[src/sv/xde_pkg.sv]
`timescale 1ns / 1ps
`default_nettype none
// ----------------------------------------------------------------------------
// xde_pkg
// types, codes and helpers shared by the x-drop ungapped extension block
// ----------------------------------------------------------------------------
package xde_pkg;

  // command codes of an input word
  localparam logic [1:0] CMD_WRITE = 2'd0;
  localparam logic [1:0] CMD_LEFT  = 2'd1;
  localparam logic [1:0] CMD_RIGHT = 2'd2;

  // configuration register indexes
  localparam logic [1:0] CFG_XDROP     = 2'd0;
  localparam logic [1:0] CFG_DELIMITER = 2'd1;
  localparam logic [1:0] CFG_COUNT_ID  = 2'd2;

  localparam int CFG_DATA_W = 10;

  // counter saturation value (17 bits all ones)
  localparam logic [16:0] CNT_MAX = 17'h1FFFF;
  // output score saturation value
  localparam logic [23:0] SCORE_OUT_MAX = 24'd8388607;

  typedef enum logic [1:0] {
    PH_IDLE,
    PH_LEFT,
    PH_RIGHT
  } phase_t;

  typedef struct packed {
    logic [1:0]         cmd;
    logic [4:0]         query_letter;
    logic [4:0]         subject_letter;
    logic signed [7:0]  table_score;
    logic signed [7:0]  bias;
    logic [15:0]        seed_query_pos;
    logic [15:0]        seed_subject_pos;
    logic               last;
  } in_word_t;

  typedef struct packed {
    logic [15:0] query_start;
    logic [15:0] subject_start;
    logic [15:0] segment_length;
    logic [22:0] segment_score;
    logic [15:0] identity_count;
  } out_word_t;

  typedef struct packed {
    logic [9:0] xdrop_limit;
    logic [4:0] delimiter_code;
    logic       ident_en;
  } cfg_t;

  // unformatted segment as captured at the end of an extension
  typedef struct packed {
    logic [15:0] seed_query_pos;
    logic [15:0] seed_subject_pos;
    logic [16:0] left_extent;
    logic [16:0] right_extent;
    logic [23:0] best_score;
    logic [16:0] identities;
  } res_raw_t;

  function automatic logic [16:0] sat_add17(input logic [16:0] a, input logic [16:0] b);
    logic [17:0] s;
    s = {1'b0, a} + {1'b0, b};
    return s[17] ? CNT_MAX : s[16:0];
  endfunction

endpackage
`default_nettype wire

[src/sv/xde_fmt.sv]
`timescale 1ns / 1ps
`default_nettype none
// ----------------------------------------------------------------------------
// xde_fmt
// turns the captured segment into start positions, length, score and count
// ----------------------------------------------------------------------------
module xde_fmt #(
  parameter int MAX_POSITION = 65535
) (
  input  wire xde_pkg::res_raw_t   raw,
  output      xde_pkg::out_word_t  word
);

  import xde_pkg::*;

  localparam int LIM = (MAX_POSITION < 65535) ? MAX_POSITION : 65535;
  localparam logic [17:0] LIM18 = 18'(LIM);

  logic [17:0] len;

  always_comb begin
    len = {1'b0, raw.left_extent} + {1'b0, raw.right_extent};

    word.query_start   = ({1'b0, raw.seed_query_pos} >= raw.left_extent) ?
                         16'({1'b0, raw.seed_query_pos} - raw.left_extent) : 16'd0;
    word.subject_start = ({1'b0, raw.seed_subject_pos} >= raw.left_extent) ?
                         16'({1'b0, raw.seed_subject_pos} - raw.left_extent) : 16'd0;
    word.segment_length = (len > LIM18) ? LIM18[15:0] : len[15:0];
    word.identity_count = ({1'b0, raw.identities} > LIM18) ? LIM18[15:0]
                                                            : raw.identities[15:0];
    word.segment_score  = (raw.best_score > SCORE_OUT_MAX) ? SCORE_OUT_MAX[22:0]
                                                           : raw.best_score[22:0];
  end

endmodule
`default_nettype wire
[config.mk]
export PLATFORM = sky130hd
export DESIGN_NAME = xde_fmt
export DESIGN_NICKNAME = d
export VERILOG_FILES = /design/src/sv/xde_pkg.sv /design/src/sv/xde_fmt.sv
export SDC_FILE = /design/constraint.sdc
export NUM_CORES = 1
export LEC_CHECK = 0
export BUFFER_PORTS_ARGS = -buffer_cell sky130_fd_sc_hd__buf_2
export CORE_ASPECT_RATIO = 1.25
export CORE_UTILIZATION = 40
export DETAILED_ROUTE_END_ITERATION = 7
export GPL_TIMING_DRIVEN = 0
export PLACE_DENSITY = 0.91
export RECOVER_POWER = 25
export SYNTH_ARGS = -nofsm -noshare
export SYNTH_HDL_FRONTEND = slang
export SYNTH_SLANG_ARGS = --single-unit
[constraint.sdc]
create_clock -name vclk -period 3.3
set_input_delay 0.66 -clock vclk [all_inputs]
set_output_delay 0.66 -clock vclk [all_outputs]
set_load 0.03 [all_outputs]
==> impl_metrics.csv, run 1 <==
group,metric,value,unit
sta,setup_ws,-0.546,ns
die,die-area,0.00758,mm²
sta,relSlewSlack,0.464,
layout,final.clkbuf_count,0,
synthesis,synth_simple_gate_area_frac,0.328,
pwr,vdd_drop_max,0.178,mV
setup_path,start_kind,"input port",
layout,nFlopsAndLatches,0,
grt,grt_pass1_vias,4450,
die,core-area,0.00698,mm²
synthesis,synth_most_common_cell,"nor2_1",
routing,routed-via-count,5057,
sta,min_period,3.85,ns
synthesis,syn_nets,596,
run_status,violations,"negative setup slack",
synthesis,synth_mux_area_frac,0,
grt,grtUsageTotal,0.355,
sta,slew_viol_final,0,
setup_path,cp_data_required_time,2.64,ns
die,die_h,97.1,µm
setup_path,worstSetupPathType,"input port to output port",
grt,grt_pass1_wl,21400,µm
placement,gp_congestion,0.942,
synthesis,synth.yosys.seq_area_share,0,
synthesis,yosys.area_share.adder,0.233,
sta,hold_viol_final,0,
grt,grt_max_degree,11,
sta,finalSetupViolations,48,
synthesis,yosys.area.top_type,"ha_1",
routing,wl,18000,µm
synthesis,synth_compound_area_frac,0.295,
layout,antenna_cells,0,
die,die_x,78.1,µm
pwr,leakagePower,0.00242,µW
setup_path,cp_max_fo,5,
die,io_pins,194,
grt,grt_overflow,0,
setup_path,end_kind,"output port",
routing,dr.pass1.iters,7,
routing,viasPerCell,6.67,
routing,drcViolationCount,0,
synthesis,synth_cells,437,
layout,ff_latch_area,0,µm²
routing,wl_per_cell,23.7,µm
pwr,powerDensity,248,mW/mm²
synthesis,synth_top_area_share,0.212,
routing,ant_nets,0,
die,start_util,0.415,
synthesis,synthTopCellsByArea,"ha_1 21%, or2_2 9.1%, nor2_1 7.3%, xnor2_1 5.1%, a21oi_1 4.8%",
synthesis,synth_top_family_by_area,"simple AND/OR/NAND/NOR gates",
sta,hold_ws,1.65,ns
die,num_rows,34,
routing,drt_iter0_drc,464,
synthesis,synthXorXnorAreaFrac,0.0848,
grt,antenna_found_initial,0,
sta,rsz0062_at_grt,"yes",
synthesis,syn_avg_cell_area,6.62,µm²
sta,tightestPinTransition,0.783,ns
min_path,min-delay-path-class,"input port to output port",
synthesis,synth_cell_types,52,
synthesis,yosys_warnings,0,
synthesis,synthTopCellsByCount,"56 x nor2_1, 49 x ha_1, 42 x or2_2, 32 x inv_1",
layout,layout-drive-gt1-share,0.603,
placement,dp_hpwl,10300,µm
synthesis,syn-cell-area,0.00289,mm²
run_status,status,"complete, but fails checks",
sta,max_freq,260,MHz
sta,period_share,1.17,
layout,final_area,0.00566,mm²
placement,io_buffers,194,
placement,placed_cell_area,0.00427,mm²
layout,syn2layout_area_growth,95.5,%
layout,layout.nets,829,
run,cap_viol_max_count,0,
setup_path,critPathArrivalTime,3.19,ns
[power breakdown]
part	internal [µW]	switching (µW)	total (µW)
clock network	0	0	0
logic	595	810	1410
registers	0	0	0
[repair_timing]
action | in CTS | in global routing
hold buffers | 0 | 0
buffers inserted | 26 | 15
pin swaps | 24 | 45
endpoints found under the setup margin | 48 | 48
endpoints found under the hold margin | 0 | 0
cloned | 3 | 0
resized for setup | 138 | 124
[through the flow]
stage / util / setup TNS [ns] / instances / worst slack (ns) / total power, µW
global placement: 0.612 / -24.18 / 721 / -0.648 / 935
finish: 0.811 / -14.75 / 758 / -0.546 / 1410
floorplan: - / -0.613 / 437 / -0.207 / 699
global route: 0.811 / -17.10 / 758 / -0.606 / 1470
CTS: 0.734 / -6.93 / 745 / -0.318 / 1160
detailed placement: 0.612 / -28.06 / 721 / -0.743 / 954
[worst max-delay path: stages]
cell and delay, ns:
buf_8 0.11, ha_4 0.19, inv_2 0.05, fa_2 0.37, nor2b_4 0.14, o2111a_2 0.34
o21bai_4 0.09, a311o_1 0.32, a221oi_4 0.31, buf_12 0.19, buf_16 0.18, nand2_8 0.06
buf_6 0.15
[cells in the final DEF, fill, tap and decap left out, drive strengths merged, types with 3 or more instances in the layout]
cell and n:
buf 229, nor2 56, ha 49, or2 44, inv 31, o21ai 29, a21oi 28, nand2 27
xnor2 17, nand3 16, clkbuf 13, xor2 11, nor2b 11, o211ai 10, a211oi 9, a31oi 9
o21a 7, a21o 7, o31ai 6, nand4 5, nand2b 5, nor3 5, a221oi 4, and2 3
fa 3, a21boi 3
[layer usage]
| metal | share of wire | track usage |
|---|---|---|
| met5 | 0 | 0 |
| met2 | 0.47 | 0.684 |
| met1 | 0.29 | 0.376 |
| met4 | 0.099 | 0.151 |
| met3 | 0.14 | 0.0460 |
[logic make-up after synthesis]
family,count (synthesis)
compound gates,128
xor+xnor,28
fa+ha+maj,52
buf+inv,43
simple gates,186
[final cells by class]
class	count	area [µm²]
Fill cell	373	1320
Tap cell	90	113
Inverter	32	126
Multi-Input combinational cell	394	3680
Timing Repair Buffer	237	1690
Buffer	5	50.0
[path summary, 6_finish.rpt]
kind	to	from	cells past startpoint	slack (ns)
setup / recovery	word[48]	raw[58]	13	-0.55
hold / removal	word[9]	raw[9]	3	1.65
No activity file was read; power rests on OpenSTA's default activity.
==> run 2, diff against run 1 <==
Settings changed: CORE_UTILIZATION 40 to 25, PLACE_DENSITY 0.91 to 0.66.
==> run 2 against run 1 <==
The run ends with design-rule violations, negative setup slack left. Non-clock buffer count fell by 8. Critical path depth decreased by 2. Die area increased by 58%. Highest routed layer unchanged.
==> impl_metrics.csv, run 2 (synthesized netlist as in run 1, its figures left out) <==
group,metric,value,unit
pwr,clock_power_share,0,
layout,multi_input_area,0.00334,mm²
layout,ff_latch_area,0,µm²
placement,post-place-ws,-0.772,ns
routing,drcViolationCount,9,
sta,period_share,1.12,
grt,grt_max_degree,11,
placement,dp_hpwl,10200,µm
die,die_h,122,µm
placement,placed_cell_area,0.00433,mm²
min_path,holdPathStages,3,
grt,grt.busiest_layer,"met2",
layout,layout.nets,821,
sta,max_freq,271,MHz
sta,tightestPinTransition,0.446,ns
run,cap_viol_max_count,0,
setup_path,cp_data_required_time,2.64,ns
layout,final_cells,797,
setup_path,worstSetupPathType,"input port to output port",
setup_path,path_depth,11,
routing,viasPerCell,5.18,
setup_path,path_cells,"buf_8 > clkinvlp_4 > buf_4 > fa_2 > a211oi_2 > o21ai_2 > a41oi_2 > o21ai_2 > or4b_4 > a31oi_4 > buf_6",
sta,relSlewSlack,0.700,
die,die-area,0.0120,mm²
setup_path,crit_family,"compound AO/OA/AOI/OAI gates",
grt,grt_pass1_vias,4034,
routing,dr.pass1.iters,8,
pwr,p_sw_frac,0.568,
pwr,report.power.total,1190,µW
sta,slew_viol_final,0,
grt,met3_usage,0.0137,
placement,io_buffers,194,
sta,finalSetupViolations,47,
die,start_util,0.258,
die,io_pins,194,
placement,dpl.cell_count,766,
layout,layout_common_cells,"133 x buf_2, 45 x nor2_1, 43 x buf_6",
sta,min_period,3.69,ns
pwr,vdd_drop_max,0.0967,mV
sta,rsz0062_at_grt,"yes",
grt,met2_usage,0.410,
setup_path,max_stage_delay,0.53,ns
grt,use_met1,0.192,
sta,hold_ws,1.65,ns
routing,wl,12700,µm
run_status,violations,"design-rule violations, negative setup slack",
layout,nFlopsAndLatches,0,
pwr,leakagePower,0.00237,µW
die,die_x,98.2,µm
setup_path,critPathArrivalTime,3.03,ns
pwr,powerDensity,225,mW/mm²
grt,grt_overflow,0,
die,core-area,0.0112,mm²
layout,syn2layout_area_growth,82.0,%
placement,gp_congestion,0.879,
routing,wl_per_cell,15.9,µm
min_path,min-delay-path-class,"input port to output port",
pwr,p_sw,674,µW
pwr,internal_power,512,µW
setup_path,path_buf_inv,4,
setup_path,cp_max_fo,4,
layout,fillers,1139,
setup_path,start_kind,"input port",
die,num_rows,43,
sta,setup_ws,-0.391,ns
grt,grt_pass1_wl,18500,µm
layout,layout-drive-gt1-share,0.536,
grt,grtUsageTotal,0.194,
grt,antenna_found_initial,2,
layout,final.clkbuf_count,0,
run_status,status,"complete, but fails checks",
layout,final_area,0.00526,mm²
routing,routed-via-count,4125,
routing,drt_iter0_drc,128,
layout,final_common_cell,"buf_2",
routing,ant_nets,0,
clock_tree,hold_buffers,0,
setup_path,end_kind,"output port",
setup_path,path_common_cell,"o21ai_2",
pwr,seq_power_share,0,
pwr,combinationalPowerShare,1.000,
setup_path,crit_slowest_cell,"or4b_4",
sta,hold_viol_final,0,
[run 2: cell types whose count changed in the layout (fill, tap and decap cells not counted), sizes merged]
cell	change
buf	-8
diode	+2
[run 2: power by group through the flow]
stage          combinational [µW]  sequential [µW]  clock (µW)
3_3_place_gp                  948                0           0
2_1_floorplan                 699                0           0
5_1_grt                      1270                0   0.0000813
4_1_cts                      1150                0           0
6_report                     1190                0   0.0000814
3_5_place_dp                  952                0           0
[run 2: timing repair]
| action | in CTS | in global routing |
|---|---|---|
| buffers inserted | 25 | 12 |
| endpoints found under the setup margin | 47 | 48 |
| gates resized for setup | 148 | 37 |
| cloned | 2 | 1 |
| pin swaps | 18 | 27 |
[run 2: routing by layer]
metal  share of wire  vias to the layer above
li1                -                     2030
met3           0.061                       26
met5               0                        -
met1            0.35                     1880
met4           0.033                        0
met2            0.55                      189
[run 2: per-stage QoR]
| stage | util | setup TNS [ns] |
|---|---|---|
| global route | 0.470 | -12.90 |
| CTS | 0.459 | -12.06 |
| detailed placement | 0.387 | -26.40 |
| floorplan | - | -0.613 |
| finish | 0.470 | -8.64 |
| global placement | 0.387 | -26.13 |
[run 2: final cells by class]
class / count / area share
Antenna cell: 2 / 0.000951
Tap cell: 135 / 0.0321
Timing Repair Buffer: 229 / 0.300
Multi-Input combinational cell: 394 / 0.635
Inverter: 32 / 0.0235
Buffer: 5 / 0.00808
[run 2: worst min-delay path, delay by kind of cell]
family / cells / cell delay, ns
simple gates: 1 / 0.08
buf+inv: 2 / 0.25
[run 2: final timing paths]
kind | end | start
worst max-delay path | word[85] | raw[59]
worst min-delay path | word[23] | raw[24]
