===== src/sv/xde_pkg.sv =====
`timescale 1ns / 1ps
`default_nettype none
// ----------------------------------------------------------------------------
// xde_pkg
// types, codes and helpers shared by the x-drop ungapped extension block
// ----------------------------------------------------------------------------
package xde_pkg;

  // command codes of an input word
  localparam logic [1:0] CMD_WRITE = 2'd0;
  localparam logic [1:0] CMD_LEFT  = 2'd1;
  localparam logic [1:0] CMD_RIGHT = 2'd2;

  // configuration register indexes
  localparam logic [1:0] CFG_XDROP     = 2'd0;
  localparam logic [1:0] CFG_DELIMITER = 2'd1;
  localparam logic [1:0] CFG_COUNT_ID  = 2'd2;

  localparam int CFG_DATA_W = 10;

  // counter saturation value (17 bits all ones)
  localparam logic [16:0] CNT_MAX = 17'h1FFFF;
  // output score saturation value
  localparam logic [23:0] SCORE_OUT_MAX = 24'd8388607;

  typedef enum logic [1:0] {
    PH_IDLE,
    PH_LEFT,
    PH_RIGHT
  } phase_t;

  typedef struct packed {
    logic [1:0]         cmd;
    logic [4:0]         query_letter;
    logic [4:0]         subject_letter;
    logic signed [7:0]  table_score;
    logic signed [7:0]  bias;
    logic [15:0]        seed_query_pos;
    logic [15:0]        seed_subject_pos;
    logic               last;
  } in_word_t;

  typedef struct packed {
    logic [15:0] query_start;
    logic [15:0] subject_start;
    logic [15:0] segment_length;
    logic [22:0] segment_score;
    logic [15:0] identity_count;
  } out_word_t;

  typedef struct packed {
    logic [9:0] xdrop_limit;
    logic [4:0] delimiter_code;
    logic       ident_en;
  } cfg_t;

  // unformatted segment as captured at the end of an extension
  typedef struct packed {
    logic [15:0] seed_query_pos;
    logic [15:0] seed_subject_pos;
    logic [16:0] left_extent;
    logic [16:0] right_extent;
    logic [23:0] best_score;
    logic [16:0] identities;
  } res_raw_t;

  function automatic logic [16:0] sat_add17(input logic [16:0] a, input logic [16:0] b);
    logic [17:0] s;
    s = {1'b0, a} + {1'b0, b};
    return s[17] ? CNT_MAX : s[16:0];
  endfunction

endpackage
`default_nettype wire


===== src/sv/xde_core.sv =====
`timescale 1ns / 1ps
`default_nettype none
// ----------------------------------------------------------------------------
// xde_core
// pair register, score recurrence and extension state, segment register
// ----------------------------------------------------------------------------
module xde_core (
  input  wire logic               clk,
  input  wire logic               rst,
  input  wire xde_pkg::cfg_t      cfg,
  input  wire logic               in_valid,
  input  wire xde_pkg::in_word_t  in_word,
  input  wire logic               in_range,
  output      logic               in_stall,
  input  wire logic signed [7:0]  tbl_data,
  output      logic               res_valid,
  output      xde_pkg::res_raw_t  res_raw,
  input  wire logic               res_stall
);

  import xde_pkg::*;

  // pair stage
  logic      a_valid;
  in_word_t  a_word;
  logic      a_range;

  // extension state
  phase_t             phase, phase_next;
  logic [23:0]        best, best_next;
  logic signed [24:0] run, run_next;
  logic [16:0]        step, step_next;
  logic [16:0]        left_ext, left_ext_next;
  logic [16:0]        right_ext, right_ext_next;
  logic [16:0]        comm, comm_next;
  logic [16:0]        pend, pend_next;
  logic               stopped, stopped_next;

  logic               emit, blocked, exec, accept;

  // working values
  logic               clear, enter_right, pair, stop_hit, ident;
  logic [23:0]        b_best;
  logic signed [24:0] b_run, r_sat;
  logic [16:0]        b_step, b_left, b_right, b_comm, b_pend, pend_inc;
  logic               b_stop;
  logic signed [25:0] drop, sum;
  logic signed [7:0]  ts_eff;

  assign emit     = a_valid && (a_word.cmd == CMD_RIGHT) && a_word.last;
  assign blocked  = emit && res_valid && res_stall;
  assign exec     = a_valid && !blocked;
  assign in_stall = a_valid && blocked;
  assign accept   = in_valid && !in_stall;

  always_ff @(posedge clk) begin
    if (rst) begin
      a_valid <= 1'b0;
    end else if (!in_stall) begin
      a_valid <= in_valid;
    end
  end

  always_ff @(posedge clk) begin
    if (accept) begin
      a_word  <= in_word;
      a_range <= in_range;
    end
  end

  always_comb begin
    clear       = ((a_word.cmd == CMD_LEFT) && (phase != PH_LEFT)) ||
                  ((a_word.cmd == CMD_RIGHT) && (phase == PH_IDLE));
    enter_right = (a_word.cmd == CMD_RIGHT) && (phase != PH_RIGHT);
    pair        = (a_word.cmd == CMD_LEFT) || (a_word.cmd == CMD_RIGHT);

    b_best  = clear ? 24'd0 : best;
    b_run   = clear ? 25'sd0 : run;
    b_step  = clear ? 17'd1 : step;
    b_left  = clear ? 17'd0 : left_ext;
    b_right = clear ? 17'd0 : right_ext;
    b_comm  = clear ? 17'd0 : comm;
    b_pend  = clear ? 17'd0 : pend;
    b_stop  = clear ? 1'b0 : stopped;
    if (enter_right) begin
      b_run  = $signed({1'b0, b_best});
      b_step = 17'd1;
      b_pend = 17'd0;
      b_stop = 1'b0;
    end

    drop     = $signed({2'b00, b_best}) - $signed({b_run[24], b_run});
    stop_hit = (drop >= $signed({16'd0, cfg.xdrop_limit})) ||
               (a_word.query_letter == cfg.delimiter_code) ||
               (a_word.subject_letter == cfg.delimiter_code);

    ts_eff = a_range ? tbl_data : 8'sd0;
    sum    = $signed({b_run[24], b_run}) + $signed({{18{ts_eff[7]}}, ts_eff}) +
             $signed({{18{a_word.bias[7]}}, a_word.bias});
    // 25-bit signed saturation
    if (sum[25] != sum[24]) begin
      r_sat = sum[25] ? {1'b1, 24'd0} : {1'b0, {24{1'b1}}};
    end else begin
      r_sat = sum[24:0];
    end

    ident    = cfg.ident_en && (a_word.query_letter == a_word.subject_letter);
    pend_inc = sat_add17(b_pend, {16'd0, ident});

    best_next      = best;
    run_next       = run;
    step_next      = step;
    left_ext_next  = left_ext;
    right_ext_next = right_ext;
    comm_next      = comm;
    pend_next      = pend;
    stopped_next   = stopped;
    phase_next     = phase;

    if (pair) begin
      best_next      = b_best;
      run_next       = b_run;
      step_next      = b_step;
      left_ext_next  = b_left;
      right_ext_next = b_right;
      comm_next      = b_comm;
      pend_next      = b_pend;
      stopped_next   = b_stop;
      if (!b_stop) begin
        if (stop_hit) begin
          stopped_next = 1'b1;
        end else begin
          run_next  = r_sat;
          pend_next = pend_inc;
          if (r_sat > $signed({1'b0, b_best})) begin
            best_next = r_sat[23:0];
            if (a_word.cmd == CMD_LEFT) begin
              left_ext_next = b_step;
            end else begin
              right_ext_next = b_step;
            end
            comm_next = sat_add17(b_comm, pend_inc);
            pend_next = 17'd0;
          end
          step_next = sat_add17(b_step, 17'd1);
        end
      end
    end

    case (a_word.cmd)
      CMD_LEFT:  phase_next = PH_LEFT;
      CMD_RIGHT: phase_next = a_word.last ? PH_IDLE : PH_RIGHT;
      default:   phase_next = phase;
    endcase
  end

  always_ff @(posedge clk) begin
    if (rst) begin
      phase     <= PH_IDLE;
      best      <= 24'd0;
      run       <= 25'sd0;
      step      <= 17'd1;
      left_ext  <= 17'd0;
      right_ext <= 17'd0;
      comm      <= 17'd0;
      pend      <= 17'd0;
      stopped   <= 1'b0;
    end else if (exec) begin
      phase     <= phase_next;
      best      <= best_next;
      run       <= run_next;
      step      <= step_next;
      left_ext  <= left_ext_next;
      right_ext <= right_ext_next;
      comm      <= comm_next;
      pend      <= pend_next;
      stopped   <= stopped_next;
    end
  end

  always_ff @(posedge clk) begin
    if (rst) begin
      res_valid <= 1'b0;
    end else if (exec && emit) begin
      res_valid <= 1'b1;
    end else if (!res_stall) begin
      res_valid <= 1'b0;
    end
  end

  always_ff @(posedge clk) begin
    if (exec && emit) begin
      res_raw.seed_query_pos   <= a_word.seed_query_pos;
      res_raw.seed_subject_pos <= a_word.seed_subject_pos;
      res_raw.left_extent      <= left_ext_next;
      res_raw.right_extent     <= right_ext_next;
      res_raw.best_score       <= best_next;
      res_raw.identities       <= cfg.ident_en ? comm_next : 17'd0;
    end
  end

endmodule
`default_nettype wire


===== config.mk =====
export PLATFORM = sky130hd
export DESIGN_NAME = xde_core
export DESIGN_NICKNAME = d
export VERILOG_FILES = /design/src/sv/xde_pkg.sv /design/src/sv/xde_core.sv
export SDC_FILE = /design/constraint.sdc
export NUM_CORES = 1
export LEC_CHECK = 0
export BUFFER_PORTS_ARGS = -buffer_cell sky130_fd_sc_hd__buf_2
export CORE_MARGIN = 2
export CORE_UTILIZATION = 50
export CTS_CLUSTER_SIZE = 14
export DETAILED_ROUTE_END_ITERATION = 8
export PLACE_DENSITY = 0.76
export SLEW_MARGIN = 20
export SYNTH_ARGS = -nofsm -noshare
export SYNTH_HDL_FRONTEND = slang
export SYNTH_SLANG_ARGS = --single-unit

===== constraint.sdc =====
create_clock -name clk -period 27.1 [get_ports clk]
set_input_delay 2.71 -clock clk [delete_from_list [all_inputs] [get_ports clk]]
set_output_delay 2.71 -clock clk [all_outputs]
set_load 0.02 [all_outputs]

==> impl_metrics.tcl <==
set metrics [dict create \
    r2r_end "res_raw[61]" \
    period_needed_ns 12.75 \
    vias_per_cell 5.990 \
    dpl-instance-area_sq_um 18720 \
    clockBufferDepth 3 \
    hold_start "a_word[3]" \
    hold_path_depth 0 \
    maxCapViolCount 0 \
    hpwl_mm 31.82 \
    htreeDepth 2 \
    worstSetupPathType "in2reg" \
    finalClockSkew_ns 0.01799 \
    dieArea_sq_um 36260 \
    die_h_um 190.4 \
    crit_fanout 34 \
    hold_end "res_raw[77]" \
    wl_per_cell_um 18.53 \
    nets 2126 \
    crit_top_cell "o21ai_0" \
    syn-num-nets 1969 \
    post-place-ws_ns 13.70 \
    worstPathArrival_ns 12.97 \
    grt_max_degree 69 \
    synth_ff_type "edfxtp_1" \
    grt_pass1_vias 13570 \
    finish.instance_area_sq_um 19780 \
    cts_setup_buffers 0 \
    required_ns 27.32 \
    drive_gt1_share_pct 15.30 \
    globalplace.congestion 0.9426 \
    syn_inst 1745 \
    drt-initial-drc-count 1258 \
    whs_ns 0.4141 \
    synth_adder_area_share_pct 10.86 \
    endpoint_kind "flop" \
    drc_errors 0 \
    yosysUniqueCellTypes 87 \
    antenna_found_initial 1 \
    synthSimpleGateAreaFrac_pct 15.19 \
    syn2layout_area_growth_pct 13.82 \
    fmax_mhz 78.44 \
    startpoint_type "input port" \
    clkSinkCount 300 \
    path_clk_slew_ns 0.06 \
    synthMuxAreaShare_pct 1.217 \
    clk_latency_ns 0.52 \
    numCtsBuffers 34 \
    root_buffer "clkbuf_16" \
    io_pins 199 \
    finalCritPeriodShare_pct 47.04 \
    grt_pass1_wl_mm 70.88 \
    num_rows 68 \
    postCtsHoldBufs 0 \
    avgSynthCellArea_sq_um 9.959 \
    r2r-start "a_word[60]" \
    regToRegSetupSlack_ns 15.07 \
    worst_slew_pin_slew_ns 0.9755 \
    worstHoldPathType "reg2reg" \
    grt_remaining_overflow 0 \
    synth_top_family_by_area "compound AO/OA/AOI/OAI gates" \
    cpPeakStageDelay_ns 0.85 \
    synth_compound_area_share_pct 20.45 \
    finalMaxSlewViolations 0 \
    yosysSeqAreaShare_pct 43.83 \
    die_w_um 190.4 \
    tns_ns 0 \
    initial_utilization_pct 50.56 \
    grt_usage_pct 24.22 \
    vias 14280 \
    hold_viol_final 0 \
    antenna_left 0 \
    routed_wl_mm 44.18 \
    dr.pass1.iters 6 \
    reg2reg_depth 34 \
    synthXorXnorAreaFrac_pct 3.730 \
    finalWorstSetupSlack_ns 14.35 \
    grt_setup_unrepaired "no" \
    setup_violations 0 \
    run_status "complete, no violations" \
    synth_seq_cells 300 \
    core-area_sq_um 34370 \
    synth-edff-count 161 \
    cts_resized 0 \
    fill_cells 2956 \
    portBuffers 190 \
    crit_slowest_cell "nor4bb_1" \
    cts_tree "done" \
    yosys_warnings 0 \
    syn_area_sq_um 17380 \
    async_reset_ff_share_pct 0 \
    slew_headroom_pct 34.08 \
]
==> metal layers <==
layer  track usage (%)  routed length [um]  part of all wire [%]
met5                 0                   0                     0
met4             11.00                1983                   4.5
met3             2.908                2426                   5.5
met2             41.06               21190                    48
met1             31.03               18580                    42
==> stage by stage <==
| stage | cells | util, % |
|---|---|---|
| 2_1_floorplan | 1745 | - |
| 3_3_place_gp | 2321 | 54.44 |
| 3_5_place_dp | 2321 | 54.45 |
| 4_1_cts | 2383 | 57.52 |
| 5_1_grt | 2384 | 57.54 |
| 6_report | 2384 | 57.54 |
==> worst max-delay path by stage <==
stage	startpoint	end	cells after the start
after global routing	tbl_data[7]	res_raw[61]	32
after detailed placement	tbl_data[7]	res_raw[61]	32
after CTS	tbl_data[7]	res_raw[61]	32
final	tbl_data[7]	res_raw[61]	32
after global placement	tbl_data[7]	res_raw[61]	32
after floorplan	tbl_data[7]	res_raw[41]	34
==> final cells by class <==
type	instances	area, sq um	area share, %
diodes	1	2.502	0.01265
clock buffers	43	884.6	4.472
clock inverters	19	170.2	0.8603
inverters	114	427.9	2.163
multi-input cells	1241	8999	45.50
flip-flops and latches	300	7617	38.51
well taps	455	569.3	2.878
repair buffers	211	1109	5.605
==> worst max-delay path, delay by kind of cell <==
kind | cells | cell delay [ns]
buffers and inverters | 4 | 0.63
adders and majority gates | 4 | 2.28
and+or+nand+nor | 9 | 3.46
xor gates and xnor gates | 1 | 0.12
AOI/OAI and AO/OA | 14 | 3.72
==> synth_stat cells, drive strengths merged (12+ instances only) <==
master   instances  area (sq um)
a21oi           67         339.1
xnor2           37         324.1
fa              28         560.5
nand2b          16         102.6
clkbuf          52         195.2
a21o            33         247.7
nand2          140         535.5
a211oi          19         142.6
and2            56         350.3
nor4            13         87.58
o311ai          18         157.7
mux2i           20         200.2
nand4           15         100.1
nand3          111         555.5
inv            113         424.2
a22oi           22         165.2
nor3            34         186.4
xor2            37         324.1
o2bb2ai         12         105.1
edfxtp         161          4835
a22o            83         727.0
buf             38         197.7
nor2            67         267.8
and3            29         181.4
o21a            17         127.6
o21ai          116         580.6
dfxtp          139          2783
ha             106          1326
==> layout by cell type, fill, tap and decap left out, drive strengths merged, types with 8 or more instances in the layout <==
cell / count
o2bb2ai: 12
nor3: 34
nand2b: 16
nand3: 111
a211oi: 19
a31oi: 10
a32o: 11
nor4: 13
and2: 56
a311o: 8
o21a: 17
inv: 117
a22o: 83
a21o: 33
nor2b: 9
edfxtp: 161
xor2: 37
nand4: 15
o21ai: 116
fa: 28
xnor2: 37
a21oi: 67
mux2i: 20
dfxtp: 139
ha: 106
o31ai: 10
a22oi: 22
o311ai: 18
nand2: 140
and3: 29
buf: 211
clkinv: 13
clkbuf: 43
nor2: 67
==> registers in the layout, summed over array words and instances, names as in the netlist <==
register and cells:
a_range 1, a_valid 1, a_word 53, best 24, comm 17, left_ext 17, pend 17, phase 2
res_raw 107, res_valid 1, right_ext 17, run 25, step 17, stopped 1
==> kinds of logic after synthesis <==
| family | after synthesis |
|---|---|
| and+or+nand+nor | 518 |
| xor gates and xnor gates | 74 |
| adders and majority gates | 134 |
| muxes | 21 |
| AOI/OAI and AO/OA | 494 |
| buffers and inverters | 204 |
| DFF | 300 |
Power is left out: the tool's default activity adds up to more than one toggle a clock period on the data nets, which glitch-free logic cannot reach.
